**src/hw/rtl/utu_pkg.sv**
```systemverilog
// Package for the UTF-16 to UTF-8 transcoder.
// Holds the code-unit ranges, the byte prefixes and the job type that the
// front end hands to the back end. Depends on nothing.
package utu_pkg;

    localparam int UNIT_W     = 16;
    localparam int BYTE_W     = 8;
    localparam int MAX_BYTES  = 6;
    localparam int CNT_W      = 3;
    localparam int HELD_W     = 10;
    localparam int QUEUE_DEPTH = 2;

    localparam logic [5:0]  HIGH_SURR_TAG = 6'b110110;
    localparam logic [5:0]  LOW_SURR_TAG  = 6'b110111;
    localparam logic [UNIT_W-1:0] ONE_BYTE_LIMIT = 16'h0080;
    localparam logic [UNIT_W-1:0] TWO_BYTE_LIMIT = 16'h0800;
    localparam logic [20:0] SUPP_BASE     = 21'h10000;

    localparam logic [2:0] LEAD2_TAG = 3'b110;
    localparam logic [3:0] LEAD3_TAG = 4'b1110;
    localparam logic [4:0] LEAD4_TAG = 5'b11110;
    localparam logic [1:0] CONT_TAG  = 2'b10;

    typedef struct packed {
        logic [MAX_BYTES-1:0][BYTE_W-1:0] bytes;
        logic [CNT_W-1:0]                 count;
        logic                             str_end;
    } job_t;

    typedef struct packed {
        logic full;
        logic empty;
    } q_stat_t;

endpackage

```
**src/hw/rtl/utu_channels.sv**
```systemverilog
// Handshake channels of the transcoder: code units in, UTF-8 bytes out.
// Depends on utu_pkg for the field widths.
interface utu_unit_if;
    import utu_pkg::*;
    logic              valid;
    logic              ready;
    logic [UNIT_W-1:0] code_unit;

    modport source (output valid, output code_unit, input ready);
    modport sink   (input valid, input code_unit, output ready);
endinterface

interface utu_byte_if;
    import utu_pkg::*;
    logic              valid;
    logic              ready;
    logic [BYTE_W-1:0] out_byte;
    logic              last_of_run;
    logic              string_end;

    modport source (output valid, output out_byte, output last_of_run,
                    output string_end, input ready);
    modport sink   (input valid, input out_byte, input last_of_run,
                    input string_end, output ready);
endinterface

```
**src/hw/rtl/utu_channels_top_note.sv**
```systemverilog
// Byte counter checker is not used; this file holds the transcoder top level.
// Depends on utu_pkg, utu_channels, utu_front, utu_queue and utu_back.
module utf16_to_utf8_transcoder
    import utu_pkg::*;
(
    input  logic       clk,
    input  logic       rst_n,
    utu_unit_if.sink   unit_ch,
    utu_byte_if.source byte_ch
);

    // The block sends one UTF-8 byte per cycle while the output is ready. A code unit yields
    // no bytes for a high surrogate that is held, one to three for most units, four for a
    // surrogate pair, and up to six when a held surrogate is flushed ahead of the next unit.
    // The back end sends these through a single output byte register; a new unit is accepted
    // every cycle while the two-entry job queue has room.

    q_stat_t q_stat;
    logic    push, pop;
    job_t    push_job, pop_job;

    utu_front u_front (
        .clk      (clk),
        .rst_n    (rst_n),
        .unit_ch  (unit_ch),
        .q_stat   (q_stat),
        .push     (push),
        .push_job (push_job)
    );

    utu_queue u_queue (
        .clk      (clk),
        .rst_n    (rst_n),
        .push     (push),
        .push_job (push_job),
        .pop      (pop),
        .pop_job  (pop_job),
        .q_stat   (q_stat)
    );

    utu_back u_back (
        .clk     (clk),
        .rst_n   (rst_n),
        .q_stat  (q_stat),
        .pop_job (pop_job),
        .pop     (pop),
        .byte_ch (byte_ch)
    );

endmodule

```
**src/hw/rtl/utu_front.sv**
```systemverilog
// Front end: accepts code units, pairs surrogates and builds the byte job.
// Depends on utu_pkg and utu_channels.
module utu_front
    import utu_pkg::*;
(
    input  logic         clk,
    input  logic         rst_n,
    utu_unit_if.sink     unit_ch,
    input  q_stat_t      q_stat,
    output logic         push,
    output job_t         push_job
);

    typedef struct packed {
        logic [2:0][BYTE_W-1:0] b;
        logic [1:0]             n;
    } enc_t;

    function automatic enc_t encode_bmp(input logic [UNIT_W-1:0] u);
        enc_t e;
        e = '0;
        if (u < ONE_BYTE_LIMIT) begin
            e.b[0] = u[7:0];
            e.n    = 2'd1;
        end else if (u < TWO_BYTE_LIMIT) begin
            e.b[0] = {LEAD2_TAG, u[10:6]};
            e.b[1] = {CONT_TAG, u[5:0]};
            e.n    = 2'd2;
        end else begin
            e.b[0] = {LEAD3_TAG, u[15:12]};
            e.b[1] = {CONT_TAG, u[11:6]};
            e.b[2] = {CONT_TAG, u[5:0]};
            e.n    = 2'd3;
        end
        return e;
    endfunction

    logic              held_valid_reg, held_valid_next;
    logic [HELD_W-1:0] held_bits_reg, held_bits_next;
    logic              accept;
    logic              is_high, is_low;
    logic [20:0]       supp;
    enc_t              flush_enc, tail_enc;
    logic [2:0][BYTE_W-1:0] tail_b;
    logic [1:0]        tail_n;
    job_t              job;

    assign unit_ch.ready = !q_stat.full;
    assign accept  = unit_ch.valid && unit_ch.ready;
    assign is_high = unit_ch.code_unit[15:10] == HIGH_SURR_TAG;
    assign is_low  = unit_ch.code_unit[15:10] == LOW_SURR_TAG;
    assign supp    = SUPP_BASE + {1'b0, held_bits_reg, unit_ch.code_unit[9:0]};
    assign flush_enc = encode_bmp({HIGH_SURR_TAG, held_bits_reg});
    assign tail_enc  = encode_bmp(unit_ch.code_unit);

    always_comb
    begin
        job             = '0;
        tail_b          = '0;
        tail_n          = 2'd0;
        held_valid_next = held_valid_reg;
        held_bits_next  = held_bits_reg;
        if (held_valid_reg && is_low) begin
            job.bytes[0]    = {LEAD4_TAG, supp[20:18]};
            job.bytes[1]    = {CONT_TAG, supp[17:12]};
            job.bytes[2]    = {CONT_TAG, supp[11:6]};
            job.bytes[3]    = {CONT_TAG, supp[5:0]};
            job.count       = 3'd4;
            held_valid_next = 1'b0;
            held_bits_next  = '0;
        end else begin
            held_valid_next = 1'b0;
            held_bits_next  = '0;
            if (unit_ch.code_unit == '0) begin
                tail_b[0]   = '0;
                tail_n      = 2'd1;
                job.str_end = 1'b1;
            end else if (is_high) begin
                held_valid_next = 1'b1;
                held_bits_next  = unit_ch.code_unit[HELD_W-1:0];
            end else begin
                tail_b = tail_enc.b;
                tail_n = tail_enc.n;
            end
            if (held_valid_reg) begin
                job.bytes[0] = flush_enc.b[0];
                job.bytes[1] = flush_enc.b[1];
                job.bytes[2] = flush_enc.b[2];
                for (int i = 0; i < 3; i++) begin
                    job.bytes[3+i] = tail_b[i];
                end
                job.count = 3'd3 + {1'b0, tail_n};
            end else begin
                for (int i = 0; i < 3; i++) begin
                    job.bytes[i] = tail_b[i];
                end
                job.count = {1'b0, tail_n};
            end
        end
    end

    assign push     = accept && (job.count != '0);
    assign push_job = job;

    always_ff @(posedge clk or negedge rst_n)
    begin
        if (!rst_n) begin
            held_valid_reg <= 1'b0;
            held_bits_reg  <= '0;
        end else if (accept) begin
            held_valid_reg <= held_valid_next;
            held_bits_reg  <= held_bits_next;
        end
    end

endmodule

```
**src/hw/rtl/utu_queue.sv**
```systemverilog
// Two-entry job queue between the front end and the back end.
// Depends on utu_pkg.
module utu_queue
    import utu_pkg::*;
(
    input  logic    clk,
    input  logic    rst_n,
    input  logic    push,
    input  job_t    push_job,
    input  logic    pop,
    output job_t    pop_job,
    output q_stat_t q_stat
);

    localparam int PTR_W = $clog2(QUEUE_DEPTH);

    job_t             entry_reg [QUEUE_DEPTH];
    logic [PTR_W-1:0] wr_ptr_reg, rd_ptr_reg;
    logic [PTR_W:0]   fill_reg, fill_next;

    assign q_stat.full  = fill_reg == (PTR_W+1)'(QUEUE_DEPTH);
    assign q_stat.empty = fill_reg == '0;
    assign pop_job      = entry_reg[rd_ptr_reg];

    always_comb
    begin
        fill_next = fill_reg;
        if (push && !pop) begin
            fill_next = fill_reg + 1'b1;
        end else if (pop && !push) begin
            fill_next = fill_reg - 1'b1;
        end
    end

    always_ff @(posedge clk or negedge rst_n)
    begin
        if (!rst_n) begin
            wr_ptr_reg <= '0;
            rd_ptr_reg <= '0;
            fill_reg   <= '0;
        end else begin
            if (push) begin
                wr_ptr_reg <= wr_ptr_reg + 1'b1;
            end
            if (pop) begin
                rd_ptr_reg <= rd_ptr_reg + 1'b1;
            end
            fill_reg <= fill_next;
        end
    end

    always_ff @(posedge clk)
    begin
        if (push) begin
            entry_reg[wr_ptr_reg] <= push_job;
        end
    end

endmodule

```
**src/hw/rtl/utu_back.sv**
```systemverilog
// Back end: walks the current job and sends one UTF-8 byte per cycle through
// an output register while ready is high. Depends on utu_pkg and utu_channels.
module utu_back
    import utu_pkg::*;
(
    input  logic       clk,
    input  logic       rst_n,
    input  q_stat_t    q_stat,
    input  job_t       pop_job,
    output logic       pop,
    utu_byte_if.source byte_ch
);

    logic              cur_valid_reg, cur_valid_next;
    job_t              cur_reg;
    logic [CNT_W-1:0]  idx_reg, idx_next;
    logic              out_valid_reg;
    logic [BYTE_W-1:0] out_byte_reg;
    logic              out_last_reg, out_end_reg;
    logic              out_load, at_last, finish;

    assign out_load = !out_valid_reg || byte_ch.ready;
    assign at_last  = idx_reg == (cur_reg.count - 1'b1);
    assign finish   = cur_valid_reg && out_load && at_last;
    assign pop      = !q_stat.empty && (!cur_valid_reg || finish);

    always_comb
    begin
        cur_valid_next = cur_valid_reg;
        idx_next       = idx_reg;
        if (pop) begin
            cur_valid_next = 1'b1;
            idx_next       = '0;
        end else if (finish) begin
            cur_valid_next = 1'b0;
            idx_next       = '0;
        end else if (cur_valid_reg && out_load) begin
            idx_next = idx_reg + 1'b1;
        end
    end

    always_ff @(posedge clk or negedge rst_n)
    begin
        if (!rst_n) begin
            cur_valid_reg <= 1'b0;
            idx_reg       <= '0;
            out_valid_reg <= 1'b0;
        end else begin
            cur_valid_reg <= cur_valid_next;
            idx_reg       <= idx_next;
            if (out_load) begin
                out_valid_reg <= cur_valid_reg;
            end
        end
    end

    always_ff @(posedge clk)
    begin
        if (pop) begin
            cur_reg <= pop_job;
        end
        if (out_load) begin
            out_byte_reg <= cur_reg.bytes[idx_reg];
            out_last_reg <= at_last;
            out_end_reg  <= at_last && cur_reg.str_end;
        end
    end

    assign byte_ch.valid       = out_valid_reg;
    assign byte_ch.out_byte    = out_byte_reg;
    assign byte_ch.last_of_run = out_last_reg;
    assign byte_ch.string_end  = out_end_reg;

    a_idx_in_job: assert property (@(posedge clk) disable iff (!rst_n)
        cur_valid_reg |-> (idx_reg < cur_reg.count))
        else $error("byte index ran past the end of the job");

    a_job_nonempty: assert property (@(posedge clk) disable iff (!rst_n)
        cur_valid_reg |-> (cur_reg.count != '0) && (cur_reg.count <= CNT_W'(MAX_BYTES)))
        else $error("job with an impossible byte count");

    a_end_is_last: assert property (@(posedge clk) disable iff (!rst_n)
        (out_valid_reg && out_end_reg) |-> (out_last_reg && (out_byte_reg == '0)))
        else $error("string end flag on a byte that is not the final zero");

    a_no_pop_mid_job: assert property (@(posedge clk) disable iff (!rst_n)
        (cur_valid_reg && !finish) |-> !pop)
        else $error("queue popped while the current job still has bytes");

endmodule
```
**src/flat_wrapper.sv**
```systemverilog
// flat-port wrapper written by rule: the top's interface ports become plain ports
module utf16_to_utf8_transcoder_flat import utu_pkg::*;
  (clk, rst_n, unit_ch_valid, unit_ch_code_unit, unit_ch_ready, byte_ch_valid, byte_ch_out_byte, byte_ch_last_of_run, byte_ch_string_end, byte_ch_ready);
  utu_unit_if unit_ch_i ();
  utu_byte_if byte_ch_i ();
  input  logic clk;
  input  logic rst_n;
  input wire logic [$bits(unit_ch_i.valid)-1:0] unit_ch_valid;
  input wire logic [$bits(unit_ch_i.code_unit)-1:0] unit_ch_code_unit;
  output wire logic [$bits(unit_ch_i.ready)-1:0] unit_ch_ready;
  output wire logic [$bits(byte_ch_i.valid)-1:0] byte_ch_valid;
  output wire logic [$bits(byte_ch_i.out_byte)-1:0] byte_ch_out_byte;
  output wire logic [$bits(byte_ch_i.last_of_run)-1:0] byte_ch_last_of_run;
  output wire logic [$bits(byte_ch_i.string_end)-1:0] byte_ch_string_end;
  input wire logic [$bits(byte_ch_i.ready)-1:0] byte_ch_ready;
  assign unit_ch_i.valid = unit_ch_valid;
  assign unit_ch_i.code_unit = unit_ch_code_unit;
  assign unit_ch_ready = unit_ch_i.ready;
  assign byte_ch_valid = byte_ch_i.valid;
  assign byte_ch_out_byte = byte_ch_i.out_byte;
  assign byte_ch_last_of_run = byte_ch_i.last_of_run;
  assign byte_ch_string_end = byte_ch_i.string_end;
  assign byte_ch_i.ready = byte_ch_ready;
  utf16_to_utf8_transcoder u_core (.clk(clk), .rst_n(rst_n), .unit_ch(unit_ch_i), .byte_ch(byte_ch_i));
endmodule
```
**config.mk**
```make
export PLATFORM = sky130hd
export DESIGN_NAME = utf16_to_utf8_transcoder_flat
export DESIGN_NICKNAME = d
export VERILOG_FILES = /design/src/hw/rtl/utu_pkg.sv /design/src/hw/rtl/utu_channels.sv /design/src/hw/rtl/utu_channels_top_note.sv /design/src/hw/rtl/utu_front.sv /design/src/hw/rtl/utu_queue.sv /design/src/hw/rtl/utu_back.sv /design/src/flat_wrapper.sv
export SDC_FILE = /design/constraint.sdc
export NUM_CORES = 1
export LEC_CHECK = 0
export BUFFER_PORTS_ARGS = -buffer_cell sky130_fd_sc_hd__buf_2
export CAP_MARGIN = 20
export CORE_MARGIN = 3
export CORE_UTILIZATION = 50
export DETAILED_ROUTE_END_ITERATION = 8
export GPL_TIMING_DRIVEN = 0
export HOLD_SLACK_MARGIN = 0.02
export PLACE_DENSITY_LB_ADDON = 0.25
export SYNTH_ARGS = -nofsm -noshare
export SYNTH_HDL_FRONTEND = slang
export SYNTH_SLANG_ARGS = --single-unit
```
**constraint.sdc**
```tcl
create_clock -name clk -period 3.9 [get_ports clk]
set_input_delay 0.585 -clock clk [delete_from_list [all_inputs] [get_ports clk]]
set_output_delay 0.585 -clock clk [all_outputs]
set_load 0.02 [all_outputs]
```
* Word level (Yosys, flattened, before mapping)
Memory sizes are Yosys's and may differ from the RTL's. A register that Yosys moved wholly into a read port is not among the register bits.
Cells that the tools add are included.
** Word-level totals
- Bits of input ports :: 20
- Flip-flop bits (word level) :: 30
- Bits in writable memories :: 104
- Memories kept :: 1
- Output and inout port bits :: 12
** Operators by class
- Magnitude comparators :: 3
- $add $sub $neg :: 8
- Muxes and demuxes :: 34
- Reduce and logical (&&, ||, !) cells :: 23
- Equal/unequal tests :: 4
** Memories
- u_core.u_queue.entry_reg :: depth 2, width 52, rd ports 1, clocked after memory_dff 1, wr ports 1, RTL line utu_queue.sv:17 : job_t entry_reg [QUEUE_DEPTH];
** Operator list (count)
- $mux 16 :: 4
- $mux 24 :: 2
- $mux 10 :: 4
- $mux 35 :: 1
- $mux 27 :: 1
- $bmux 8 s3 :: 1
- $mux 8 :: 3
- $add 17x20->21 const A :: 1
- $mux 18 :: 1
- $logic_not 16->1 :: 1
- $lt 16x12->1 const B :: 1
- $lt 16x8->1 const B :: 1
- $eq 6x6->1 const B :: 2
- $mux 2 :: 5
- $logic_and 1x1->1 :: 9
- $mux 1 :: 9
- $mux 3 :: 3
- $logic_not 1->1 :: 6
- $reduce_bool 3->1 :: 2
- $lt 3x4->1 const B :: 1
- $reduce_bool 2->1 :: 2
- $add 2x2->3 const A :: 1
- $add 3x1->3 const B :: 1
- $eq 3x3->1 :: 1
- 7 further kinds :: 9

* Depth between registers and ports, before layout
Gate-level depths: netlist of run 1.
- Depth after elaboration :: 16
- Gate-level depth with buffers :: 9

* Hierarchy
Synthesis of run 1 repeated with hierarchy kept, for this count alone.
** Unflattened totals
- Cells, all modules :: 513
- Area total of the unflattened synthesis :: 8201.6 um2
** Modules (own cells, without submodules)
- utu_queue :: area an instance 4190.3 um2, cells an instance 178, seq. area each 3223.1 um2, instances 1
- utu_back :: area an instance 2567.5 um2, cells an instance 134, seq. area each 1986.9 um2, instances 1
- utu_front :: area an instance 1443.9 um2, cells an instance 201, seq. area each 275.3 um2, instances 1

* Least setup slack after synthesis of run 1
Ideal clock, no wire load.
- Kind :: input to register
- Start :: input unit_ch_code_unit[11]
- End :: memory u_core.u_queue.entry_reg[0][0] (netlist name), enable pin
- Arrival time :: 3761 ps
- Data required time :: 3441 ps
- Library setup time :: 459 ps
- Path slack :: -320 ps
- Cell stages on the path :: 6
- Path through :: buf_2 -> and4b_1 -> and3b_1 -> buf_2 -> a21oi_1 -> nor2b_1
** Between the ends
- Longest elaborated chain between the ends :: 14
- Elaborated cells between the ends (all ways) :: 19
- Those cells by class :: 1 x add/sub; 2 x order compare; 2 x eq/ne; 10 x mux; 4 x reduce/logical
** Ends and longest elaborated chain
- start, declared :: RTL line flat_wrapper.sv:9 : input wire logic [$bits(unit_ch_i.code_unit)-1:0] unit_ch_code_unit;
- $lt 16x12->1 :: RTL line utu_front.sv:25 : end else if (u < TWO_BYTE_LIMIT) begin
- $mux 16 :: RTL line utu_front.sv:25
- $mux 18 :: RTL line utu_front.sv:22 : if (u < ONE_BYTE_LIMIT) begin
- $mux 10 :: RTL line utu_front.sv:22
- $mux 2 :: RTL line utu_front.sv:78 : end else if (is_high) begin
- $mux 2 :: RTL line utu_front.sv:74 : if (unit_ch.code_unit == '0) begin
- $mux 2 :: RTL line utu_front.sv:63 : if (held_valid_reg && is_low) begin
- $add 2x2->3 :: RTL line utu_front.sv:92 : job.count = 3'd3 + {1'b0, tail_n};
- $mux 27 :: RTL line utu_front.sv:85 : if (held_valid_reg) begin
- $mux 35 (*) :: RTL line utu_front.sv:63
- $reduce_bool 3->1 (*) :: RTL line utu_front.sv:102 : assign push = accept && (job.count != '0);
- $logic_and 1x1->1 (*) :: RTL line utu_front.sv:102
- $mux 1 (*) :: RTL line utu_queue.sv:54 : if (push) begin
- $mux 1 (implied by the code) (*) :: RTL line utu_queue.sv:55 : entry_reg[wr_ptr_reg] <= push_job;
- end, declared :: RTL line utu_queue.sv:17
Mark *: on every way between the ends. The rest lies on a longest branch, timed or not. The select of a mux whose other input is x is not followed.

* Final worst setup path of run 1
- Start :: input unit_ch_code_unit[11]
- End :: memory u_core.u_queue.entry_reg[0][22] (netlist name), enable pin
The elaborated chain is that of the path after synthesis.

==> impl_metrics.py, run 1 <==
metrics = {
    "outcome": {
        "status": "complete, no violations",
    },
    "yosys": {
        "syn_area_sq_mm": 0.007413,
        "synth_ff_type": "edfxtp_1",
        "synth-compound-area-share_pct": 7.224,
        "synthSimpleGateAreaFrac_pct": 6.903,
        "synth_top_family_by_area": "multiplexers",
        "synth_area_leaders": "edfxtp_1 62%, mux2_2 7.9%, dfrtp_1 6.8%",
        "yosysWarningCount": 0,
        "muxShareOfSynthArea_pct": 12.46,
        "synth-edff-count": 154,
        "yosysTopAreaCell": "edfxtp_1",
        "syn_nets": 503,
        "avgSynthCellArea_sq_um": 15.48,
        "yosysSeqAreaShare_pct": 69.13,
        "synth_xor_area_share_pct": 1.738,
        "synthCells": 479,
        "synthAdderAreaFrac_pct": 0.6751,
        "ys_types": 52,
        "yosys_register_bits": 174,
        "async_flop_share_pct": 11.49,
        "yosysTopAreaCellShare_pct": 62.38,
    },
    "clock_network": {
        "post_cts_buffers": 0,
        "clock-sinks": 174,
        "cts_made_buffers": 17,
        "htree_levels": 4,
        "ctsHoldBuffers": 0,
        "clock_path_buffers": 2,
        "clkLatencyLatePin_ns": 0.43,
        "path_clk_slew_ns": 0.06,
        "cts_root_buffer": "clkbuf_16",
        "ctsResizeCount": 0,
        "cts_tree": "built",
    },
    "layout": {
        "syn_to_final_growth_pct": 13.65,
        "fillers": 1096,
        "drive_gt1_share_pct": 25.41,
        "num_antenna_cells": 0,
        "mostFrequentLayoutCells": "154 x edfxtp_1, 52 x mux2_2, 38 x nand2_1",
        "nets": 554,
        "largest_reg_flops": 96,
        "finalInstanceArea_sq_mm": 0.008426,
        "final_common_cell": "edfxtp_1",
    },
    "pwr": {
        "peakVddDrop_uv": 343.1,
        "p_per_area_mw_per_mm2": 698.0,
        "p_total_w": 0.005881,
        "p_leak_nw": 2.968,
    },
    "floorplanning": {
        "io_pins": 32,
        "coreArea_sq_mm": 0.01420,
        "num_rows": 43,
        "initial_core_util_pct": 52.19,
        "die_area_sq_mm": 0.01632,
        "fp.dieH_um": 127.8,
        "die-width_um": 127.8,
    },
    "sta": {
        "fin_crit_ns": 2.775,
        "fmax_mhz": 360.3,
        "relSlewSlack_pct": 37.70,
        "rsz0062_at_grt": "no",
        "fin_tns_setup_ns": 0,
        "post-route-period-util_pct": 71.17,
        "worstMarginPinSlew_ns": 0.9345,
        "setup_viol": 0,
        "fin_worst_skew_ns": 0.007714,
        "maxSlewViolCount": 0,
        "hold_viol": 0,
    },
    "route": {
        "vias_per_cell": 5.905,
        "routedWlPerCell_um": 22.24,
        "ant_nets": 0,
        "dr.pass1.iters": 7,
        "drc": 0,
        "drt_iter0_drc": 479,
        "route.vias.total": 4269,
        "routed_wl_mm": 16.08,
    },
    "placed_design": {
        "dp_hpwl_mm": 11.04,
        "placed_area_sq_mm": 0.007853,
        "place.gp.congestion": 0.8949,
        "portBuffers": 29,
    },
    "global_route": {
        "overflow": 0,
        "antenna_found_initial": 0,
        "grt_pass1_wl_mm": 25.09,
        "grt_pass1_vias": 4305,
        "grt_usage_pct": 20.93,
        "grt_max_degree": 31,
    },
    "critical_path": {
        "worstPathArrival_ns": 2.90,
        "crit_buf_inv": 3,
        "cp_num_cells": 7,
        "path_class": "in -> reg",
        "start_kind": "input pin",
        "critPathMaxFanout": 25,
        "cp.required_ns": 4.03,
        "reg2reg_to": "u_core.u_queue.entry_reg[0][22]",
        "r2r_setup_slack_ns": 1.27,
        "cpMostUsedCell": "buf_2",
        "end_kind": "flop",
        "path_delay_family": "simple AND/OR/NAND/NOR gates",
        "slowest_delay_ns": 0.78,
        "reg2reg_depth": 5,
        "cp_cell_sequence": "buf_2, and4b_1, and3b_1, buf_2, a21oi_1, nor2b_4, buf_12",
        "crit_path_top_delay_cell": "nor2b_4",
        "r2r_start": "u_core.u_queue.fill_reg[0]",
    },
    "run": {
        "drv_cap": 0,
    },
    "hold_path": {
        "min_path_type": "in -> async",
    },
}
## layer usage
metal,wire (um),track usage (%),vias up,share of wire (%)
met1,7006,28.30,2158,44
met4,313,8.677,0,1.9
met3,838,3.958,24,5.2
li1,-,-,1942,-
met5,0,0,-,0
met2,7923,33.58,145,49
## cells by family after synthesis
family / after synthesis
multiplexers: 77
XOR/XNOR: 13
buffers and inverters: 33
AND/OR/NAND/NOR: 96
AO/OA/AOI/OAI: 82
adder cells (fa/ha/maj): 4
flip-flops: 174
## worst max-delay path by stage
stage                                startpoint                         endpoint
final                     unit_ch_code_unit[11]  u_core.u_queue.entry_reg[0][22]
after global routing      unit_ch_code_unit[11]  u_core.u_queue.entry_reg[0][43]
after CTS                 unit_ch_code_unit[11]  u_core.u_queue.entry_reg[0][22]
after detailed placement  unit_ch_code_unit[11]  u_core.u_queue.entry_reg[0][37]
after global placement    unit_ch_code_unit[11]  u_core.u_queue.entry_reg[0][39]
after floorplan           unit_ch_code_unit[11]   u_core.u_queue.entry_reg[0][0]
## cells in the mapped netlist (2+ instances only)
master / count
inv_1: 9
a21o_1: 2
buf_1: 7
mux2i_1: 18
nand2b_1: 6
o21ai_0: 26
o32ai_1: 2
clkbuf_1: 10
o31ai_1: 3
buf_2: 6
nor2b_1: 2
and2_1: 8
nand2_1: 38
o21ai_1: 3
dfrtp_1: 20
o2111a_1: 2
nor2_2: 2
ha_1: 4
nand3_1: 9
a2111oi_0: 4
mux4_2: 7
mux2_2: 52
o21bai_1: 7
a21oi_1: 17
o2bb2ai_1: 6
xnor2_1: 7
edfxtp_1: 154
nor2_1: 14
a22o_1: 2
nor3_1: 3
nor4_2: 2
or4_1: 3
xor2_1: 5
## layout make-up
type / instances / area (sq um) / share of cell area, %
Buffer: 24 / 105.1 / 1.247
Clock buffer: 18 / 429.2 / 5.094
Clock inverter: 14 / 143.9 / 1.708
Inverter: 9 / 33.78 / 0.4010
Multi-Input combinational cell: 272 / 2158 / 25.62
Sequential cell: 174 / 5125 / 60.83
Tap cell: 180 / 225.2 / 2.673
Timing Repair Buffer: 32 / 205.2 / 2.435
## worst reg2reg max path, cell delays in order (launching register included)
cell and delay, ns:
dfrtp_1 0.43, nand2b_1 0.16, nand2_1 0.19, a21oi_1 0.47, nor2b_4 0.78, buf_12 0.28
## metrics by stage
step                      setup slack [ns]  util (%)  instances  hold slack [ns]
after floorplan                     0.5841         -        479           0.2894
after global placement             -0.3849     54.82        688           0.4868
after detailed placement            0.7021     55.29        691           0.5119
after CTS                            1.170     59.32        723           0.1206
after global routing                 1.006     59.32        723           0.1566
final                                1.125     59.32        723           0.1281
## where the power goes
| group | total, W | switching [W] | internal (W) |
|---|---|---|---|
| clock network | 0.00164 | 0.000695 | 0.000941 |
| registers | 0.00276 | 0.000138 | 0.00262 |
| logic | 0.00148 | 0.000877 | 0.000608 |
(Power assumes the default switching activity.)
==> inputs of run 2 (changes only) <==
==> constraint.sdc (replaced) <==
create_clock -name clk -period 2.4 [get_ports clk]
set_input_delay 0.36 -clock clk [delete_from_list [all_inputs] [get_ports clk]]
set_output_delay 0.36 -clock clk [all_outputs]
set_load 0.02 [all_outputs]
==> run 2 against run 1 <==
  * First-iteration DRC count is 5.0% higher
  * Sequential cell count unchanged
  * Die area is the same
  * Register-to-register slack lost 1.1 ns
  * Clock-buffer cell count grew 3
  * Combinational power increased by 78%
  * Worst hold slack gained 0.11 ns
  * Clock skew increased by 0.0019 ns
  * Sequential share of layout area down 1.0 points
  * Final area grew 1.7%
  * Critical path depth is 1 higher
  * Critical path type is now reg -> reg
  * Critical endpoint is now u_core.u_back.cur_reg[3]
  * Largest cell class unchanged
  * Largest power group unchanged
==> impl_metrics.py, run 2 (synthesis results as in run 1) <==
metrics = {
    "global_route": {
        "antenna_found_initial": 0,
        "overflow": 0,
        "grt_pass1_vias": 4323,
        "grt_pass1_wl_mm": 25.65,
        "grt_usage_pct": 21.49,
        "grt_max_degree": 37,
    },
    "run": {
        "drv_cap": 0,
    },
    "clock_network": {
        "clock-sinks": 174,
        "cts_root_buffer": "clkbuf_16",
        "path_clk_slew_ns": 0.07,
        "cts_made_buffers": 17,
        "clkLatencyLatePin_ns": 0.43,
        "htree_levels": 4,
        "cts_tree": "built",
        "clock_path_buffers": 2,
    },
    "placed_design": {
        "portBuffers": 29,
        "dp_hpwl_mm": 10.75,
        "pre_cts_slack_ns": -0.6307,
        "place.gp.congestion": 0.9175,
    },
    "critical_path": {
        "path_class": "reg -> reg",
        "worstPathArrival_ns": 2.38,
        "reg2reg_depth": 8,
        "cpMostUsedCell": "buf_4",
        "critPathMaxFanout": 9,
        "slowest_delay_ns": 0.41,
        "crit_path_top_delay_cell": "o41ai_2",
        "cp.required_ns": 2.53,
        "end_kind": "flop",
        "cp_cell_sequence": "inv_1, ha_1, xnor2_2, o41ai_2, o21ai_2, buf_4, clkinvlp_4, buf_4",
        "start_kind": "flop",
    },
    "floorplanning": {
        "io_pins": 32,
        "coreArea_sq_mm": 0.01420,
        "die-width_um": 127.8,
        "initial_core_util_pct": 52.19,
        "die_area_sq_mm": 0.01632,
        "fp.dieH_um": 127.8,
        "num_rows": 43,
    },
    "route": {
        "ant_nets": 0,
        "vias_per_cell": 5.900,
        "routedWlPerCell_um": 22.61,
        "drc": 0,
        "route.vias.total": 4354,
        "routed_wl_mm": 16.69,
        "dr.pass1.iters": 4,
        "drt_iter0_drc": 503,
    },
    "hold_path": {
        "min_path_type": "in -> reg",
        "hold_depth": 3,
    },
    "layout": {
        "largest_reg_flops": 96,
        "syn_to_final_growth_pct": 15.58,
        "num_antenna_cells": 0,
        "drive_gt1_share_pct": 28.14,
        "final_common_cell": "edfxtp_1",
        "mostFrequentLayoutCells": "154 x edfxtp_1, 52 x mux2_2, 38 x nand2_1",
        "nets": 569,
        "fin_util_pct": 60.32,
    },
    "sta": {
        "fmax_mhz": 443.8,
        "fin_hold_ws_ns": 0.2364,
        "fin_tns_setup_ns": 0,
        "relSlewSlack_pct": 40.89,
        "timing.final.ws_setup_ns": 0.1465,
        "worstMarginPinSlew_ns": 0.8798,
        "rsz0062_at_grt": "no",
        "fin_worst_skew_ns": 0.009636,
        "fin_crit_ns": 2.253,
        "setup_viol": 0,
        "post-route-period-util_pct": 93.90,
        "maxSlewViolCount": 0,
        "hold_viol": 0,
    },
    "pwr": {
        "peakVddDrop_uv": 503.7,
        "p_per_area_mw_per_mm2": 1140,
        "p_leak_nw": 3.030,
        "p_total_w": 0.009769,
    },
    "outcome": {
        "status": "complete, no violations",
    },
}
==> run 2: cell count changes in the layout (fill, tap and decap cells not counted), sizes merged <==
cell / previous run / this run
buf: 46 / 55
dlygate4sd3: 0 / 1
nor2b: 2 / 3
clkinv: 7 / 5
clkinvlp: 3 / 8
clkbuf: 28 / 32
inv: 11 / 8
==> run 2: cell type report <==
class	instances	area (sq um)
fillers	1100	5635
flip-flops and latches	174	5125
multi-input cells	273	2197
clock buffers	21	450.4
repair buffers	43	277.8
well taps	180	225.2
clock inverters	11	118.9
plain buffers	24	113.9
inverters	9	37.54
repair inverters	3	22.52
==> run 2: path summary, 6_finish.rpt <==
path | start | endpoint | slack, ns
min in group asynchronous | rst_n | u_core.u_front.held_bits_reg[9] | 0.45
setup reg to reg | u_core.u_back.cur_reg[1] | u_core.u_back.cur_reg[3] | 0.15
hold reg to reg | u_core.u_front.held_bits_reg[0] | u_core.u_front.held_bits_reg[0] | 0.52
setup / recovery | u_core.u_back.cur_reg[1] | u_core.u_back.cur_reg[3] | 0.15
hold / removal | unit_ch_code_unit[7] | u_core.u_front.held_bits_reg[7] | 0.24
max in group asynchronous | rst_n | u_core.u_queue.fill_reg[1] | 1.58
==> run 2: power breakdown <==
part	leakage (nW)	internal, W	switching (W)
clock	0.269	0.00155	0.00109
combinational	1.09	0.00109	0.00154
sequential	1.67	0.00426	0.000244
total	3.03	0.00690	0.00287
==> run 2: metal layers <==
layer	up-vias	routed length, um	GRT usage, %	part of all wire, %
met5	-	0	0	0
met4	0	295	7.615	1.8
met3	19	884	4.833	5.3
met2	144	8219	33.61	49
met1	2220	7287	29.95	44
li1	1971	-	-	-
==> run 2: critical path, delay by kind of cell (launching register included) <==
family	cells	cell delay [ns]
flops	1	0.37
fa+ha+maj	1	0.32
buf+inv	4	0.50
xor+xnor	1	0.18
compound gates	2	0.57
==> run 2: metrics by stage <==
stage               instances  area [sq um]
floorplan                 479          7450
global placement          688          7820
detailed placement        690          7860
CTS                       737          8551
global route              738          8568
finish                    738          8568
==> run 2: what timing repair did <==
item,4_1_cts,5_1_grt
hold buffers,1,0
endpoints found under the hold margin,20,0
gates resized for setup,5,2
endpoints found under the setup margin,49,84
buffers inserted,11,0
cloned,3,1
==> inputs of run 3 (changes only) <==
--- a/config.mk
+++ b/config.mk
@@ -15,4 +15,5 @@
 export PLACE_DENSITY_LB_ADDON = 0.25
 export SYNTH_ARGS = -nofsm -noshare
 export SYNTH_HDL_FRONTEND = slang
+export SYNTH_HIERARCHICAL = 1
 export SYNTH_SLANG_ARGS = --single-unit
==> run 3 against run 2 <==
  * Sequential power rose by 6.7%
  * Synthesized area is 11% higher
  * Setup slack lost 0.0099 ns
  * Clock-buffer cell count is 4 lower
  * Maximum frequency decreased by 0.44%
  * Sequential share of layout area decreased by 1.4 points
  * Synthesized cell count rose by 7.1%
  * Combinational power is 19% higher
  * Worst hold slack gained 0.016 ns
  * Critical path type unchanged
==> impl_metrics.py, run 3 <==
metrics = {
    "outcome": {
        "status": "complete, no violations",
    },
    "placed_design": {
        "portBuffers": 29,
        "dp_hpwl_mm": 11.50,
        "dp_cells": 764,
        "place.gp.congestion": 0.9237,
    },
    "critical_path": {
        "path_class": "reg -> reg",
        "cpMostUsedCell": "xor2_1",
        "slowest_delay_ns": 0.42,
        "path_delay_family": "simple AND/OR/NAND/NOR gates",
        "critPathMaxFanout": 4,
        "startpoint": "u_core/u_back/cur_reg[1]",
        "cp_cell_sequence": "inv_2, ha_4, xor2_1, nand2_1, o31a_1, nor2_4, inv_2, ha_4, xor2_1, nor2_1, xor2_1",
        "start_kind": "flop",
        "cp.required_ns": 2.75,
        "worstPathArrival_ns": 2.62,
        "crit_path_top_delay_cell": "edfxtp_1",
        "r2r_start": "u_core/u_back/cur_reg[1]",
        "end_kind": "flop",
        "reg2reg_depth": 11,
        "cp_num_cells": 11,
        "crit_buf_inv": 2,
    },
    "sta": {
        "post-route-period-util_pct": 94.31,
        "maxSlewViolCount": 0,
        "worstMarginPinSlew_ns": 0.9421,
        "fin_worst_skew_ns": 0.01008,
        "fin_crit_ns": 2.263,
        "hold_viol": 0,
        "fin_hold_ws_ns": 0.2525,
        "fmax_mhz": 441.8,
        "setup_viol": 0,
        "relSlewSlack_pct": 35.57,
    },
    "layout": {
        "mostFrequentLayoutCells": "166 x edfxtp_1, 49 x mux2_4, 42 x nand2_1",
        "largest_reg_flops": 104,
        "stdcell_count": 804,
        "num_antenna_cells": 0,
        "final_common_cell": "edfxtp_1",
        "fillers": 1238,
        "syn_to_final_growth_pct": 14.40,
        "nets": 599,
        "fin_util_pct": 58.85,
        "drive_gt1_share_pct": 26.87,
    },
    "clock_network": {
        "cts_made_buffers": 17,
        "clock-sinks": 186,
        "cts_root_buffer": "clkbuf_16",
        "clock_path_buffers": 2,
        "clkLatencyLatePin_ns": 0.42,
        "htree_levels": 4,
        "path_clk_slew_ns": 0.07,
        "cts_tree": "built",
    },
    "floorplanning": {
        "initial_core_util_pct": 51.44,
        "coreArea_sq_mm": 0.01594,
        "fp.dieH_um": 134.1,
        "io_pins": 32,
        "num_rows": 46,
        "die-width_um": 134.1,
        "die_area_sq_mm": 0.01798,
    },
    "global_route": {
        "grt_max_degree": 32,
        "overflow": 0,
        "antenna_found_initial": 0,
        "grt_pass1_vias": 4588,
        "grt_pass1_wl_mm": 25.83,
        "grt_usage_pct": 19.23,
    },
    "pwr": {
        "p_total_w": 0.01050,
        "p_per_area_mw_per_mm2": 1119,
        "p_leak_nw": 3.455,
        "peakVddDrop_uv": 574.0,
    },
    "yosys": {
        "async_flop_share_pct": 10.75,
        "ys_types": 56,
        "avgSynthCellArea_sq_um": 15.99,
        "synth_ff_type": "edfxtp_1",
        "yosys.cell_count.top_type": "edfxtp_1",
        "yosysTopAreaCellShare_pct": 60.78,
        "synth-edff-count": 166,
        "yosysTopAreaCell": "edfxtp_1",
        "synthCells": 513,
        "yosys_register_bits": 186,
        "yosysSeqAreaShare_pct": 66.88,
        "syn_area_sq_mm": 0.008202,
        "yosysWarningCount": 6,
        "synth_area_leaders": "edfxtp_1 61%, mux2_4 9.0%, dfrtp_1 6.1%",
        "ys_top_cells_by_count": "166 x edfxtp_1, 49 x mux2_4, 43 x nand2_1",
    },
    "route": {
        "ant_nets": 0,
        "drc": 0,
        "vias_per_cell": 5.710,
        "routed_wl_mm": 16.59,
        "dr.pass1.iters": 5,
        "routedWlPerCell_um": 20.63,
        "wl_met2_mm": 7.998,
        "route.met3.wl_mm": 1.083,
        "topRoutingLayerUsed": "met4",
        "wirelength_met1_mm": 6.994,
        "drt_iter0_drc": 416,
        "route.vias.total": 4591,
    },
    "hold_path": {
        "min-delay-start": "unit_ch_valid",
        "min_path_type": "in -> reg",
        "hold_depth": 3,
    },
    "run": {
        "drv_cap": 0,
    },
}
[run 3: cell types whose count changed in the layout (fill, tap and decap cells not counted), sizes merged, moves of 4 or more]
cell / change
inv: +7
conb: +4
nor2: -5
nand2: +5
edfxtp: +12
[run 3: routing by layer]
layer,GRT usage (%),vias to the layer above
met5,0,-
li1,-,2086
met3,4.464,40
met4,8.428,0
met1,25.64,2274
met2,30.54,191
[run 3: cells by family (layout without fill, tap and decap cells)]
family          count (synthesis)  count (layout)  synth area share [%]
compound gates                 86              86                 6.743
mux                            80              80                 14.31
other cells                     1               4               0.04572
xor+xnor                       12              12                 1.281
flops                         186             186                 66.88
simple gates                  101             103                 6.544
buf+inv                        43             113                 3.585
fa+ha+maj                       4               4                0.6102
[run 3: metrics by stage]
stage            TNS (ns)  worst slack (ns)  area [sq um]
4_1_cts          -0.05441          -0.05441          9345
5_1_grt        -0.0007940        -0.0007940          9383
2_1_floorplan     -0.5540           -0.3448          8293
6_report                0            0.1367          9383
3_3_place_gp       -59.44           -0.8349          8708
3_5_place_dp       -5.205           -0.2798          8768
[run 3: power by group]
part / switching [W] / internal [W]
Combinational: 0.00164 / 0.00148
Sequential: 0.000237 / 0.00456
Clock: 0.00116 / 0.00142
[run 3: tightest hold or removal path, cell delays in order]
cell,delay (ns)
buf_2,0.10
nand2_2,0.10
o31ai_1,0.08
[run 3: timing repair]
action,CTS,global route
hold endpoints to repair,20,0
endpoints found under the setup margin,94,33
pin swaps,1,1
buffers inserted,0,5
gates resized for setup,1,0
hold buffers,1,0
gates cloned,2,0
[run 3: path summary, 6_finish.rpt]
check                                                  end  slack [ns]
min                        u_core/u_front/held_bits_reg[9]        0.25
min reg2reg                     u_core/u_queue/fill_reg[1]        0.50
max reg2reg                     u_core/u_queue/fill_reg[1]        0.14
min in group asynchronous         u_core/u_back/idx_reg[2]        0.46
max in group asynchronous  u_core/u_front/held_bits_reg[2]        1.56
max                             u_core/u_queue/fill_reg[1]        0.14
[run 3: layout make-up]
type	count	area [sq um]	area share, %
plain buffers	29	251.5	2.680
clock buffers	17	425.4	4.534
clock inverters	15	125.1	1.334
inverters	14	52.55	0.5601
multi-input cells	289	2520	26.86
flip-flops and latches	186	5485	58.46
well taps	216	270.3	2.880
repair buffers	38	252.7	2.694
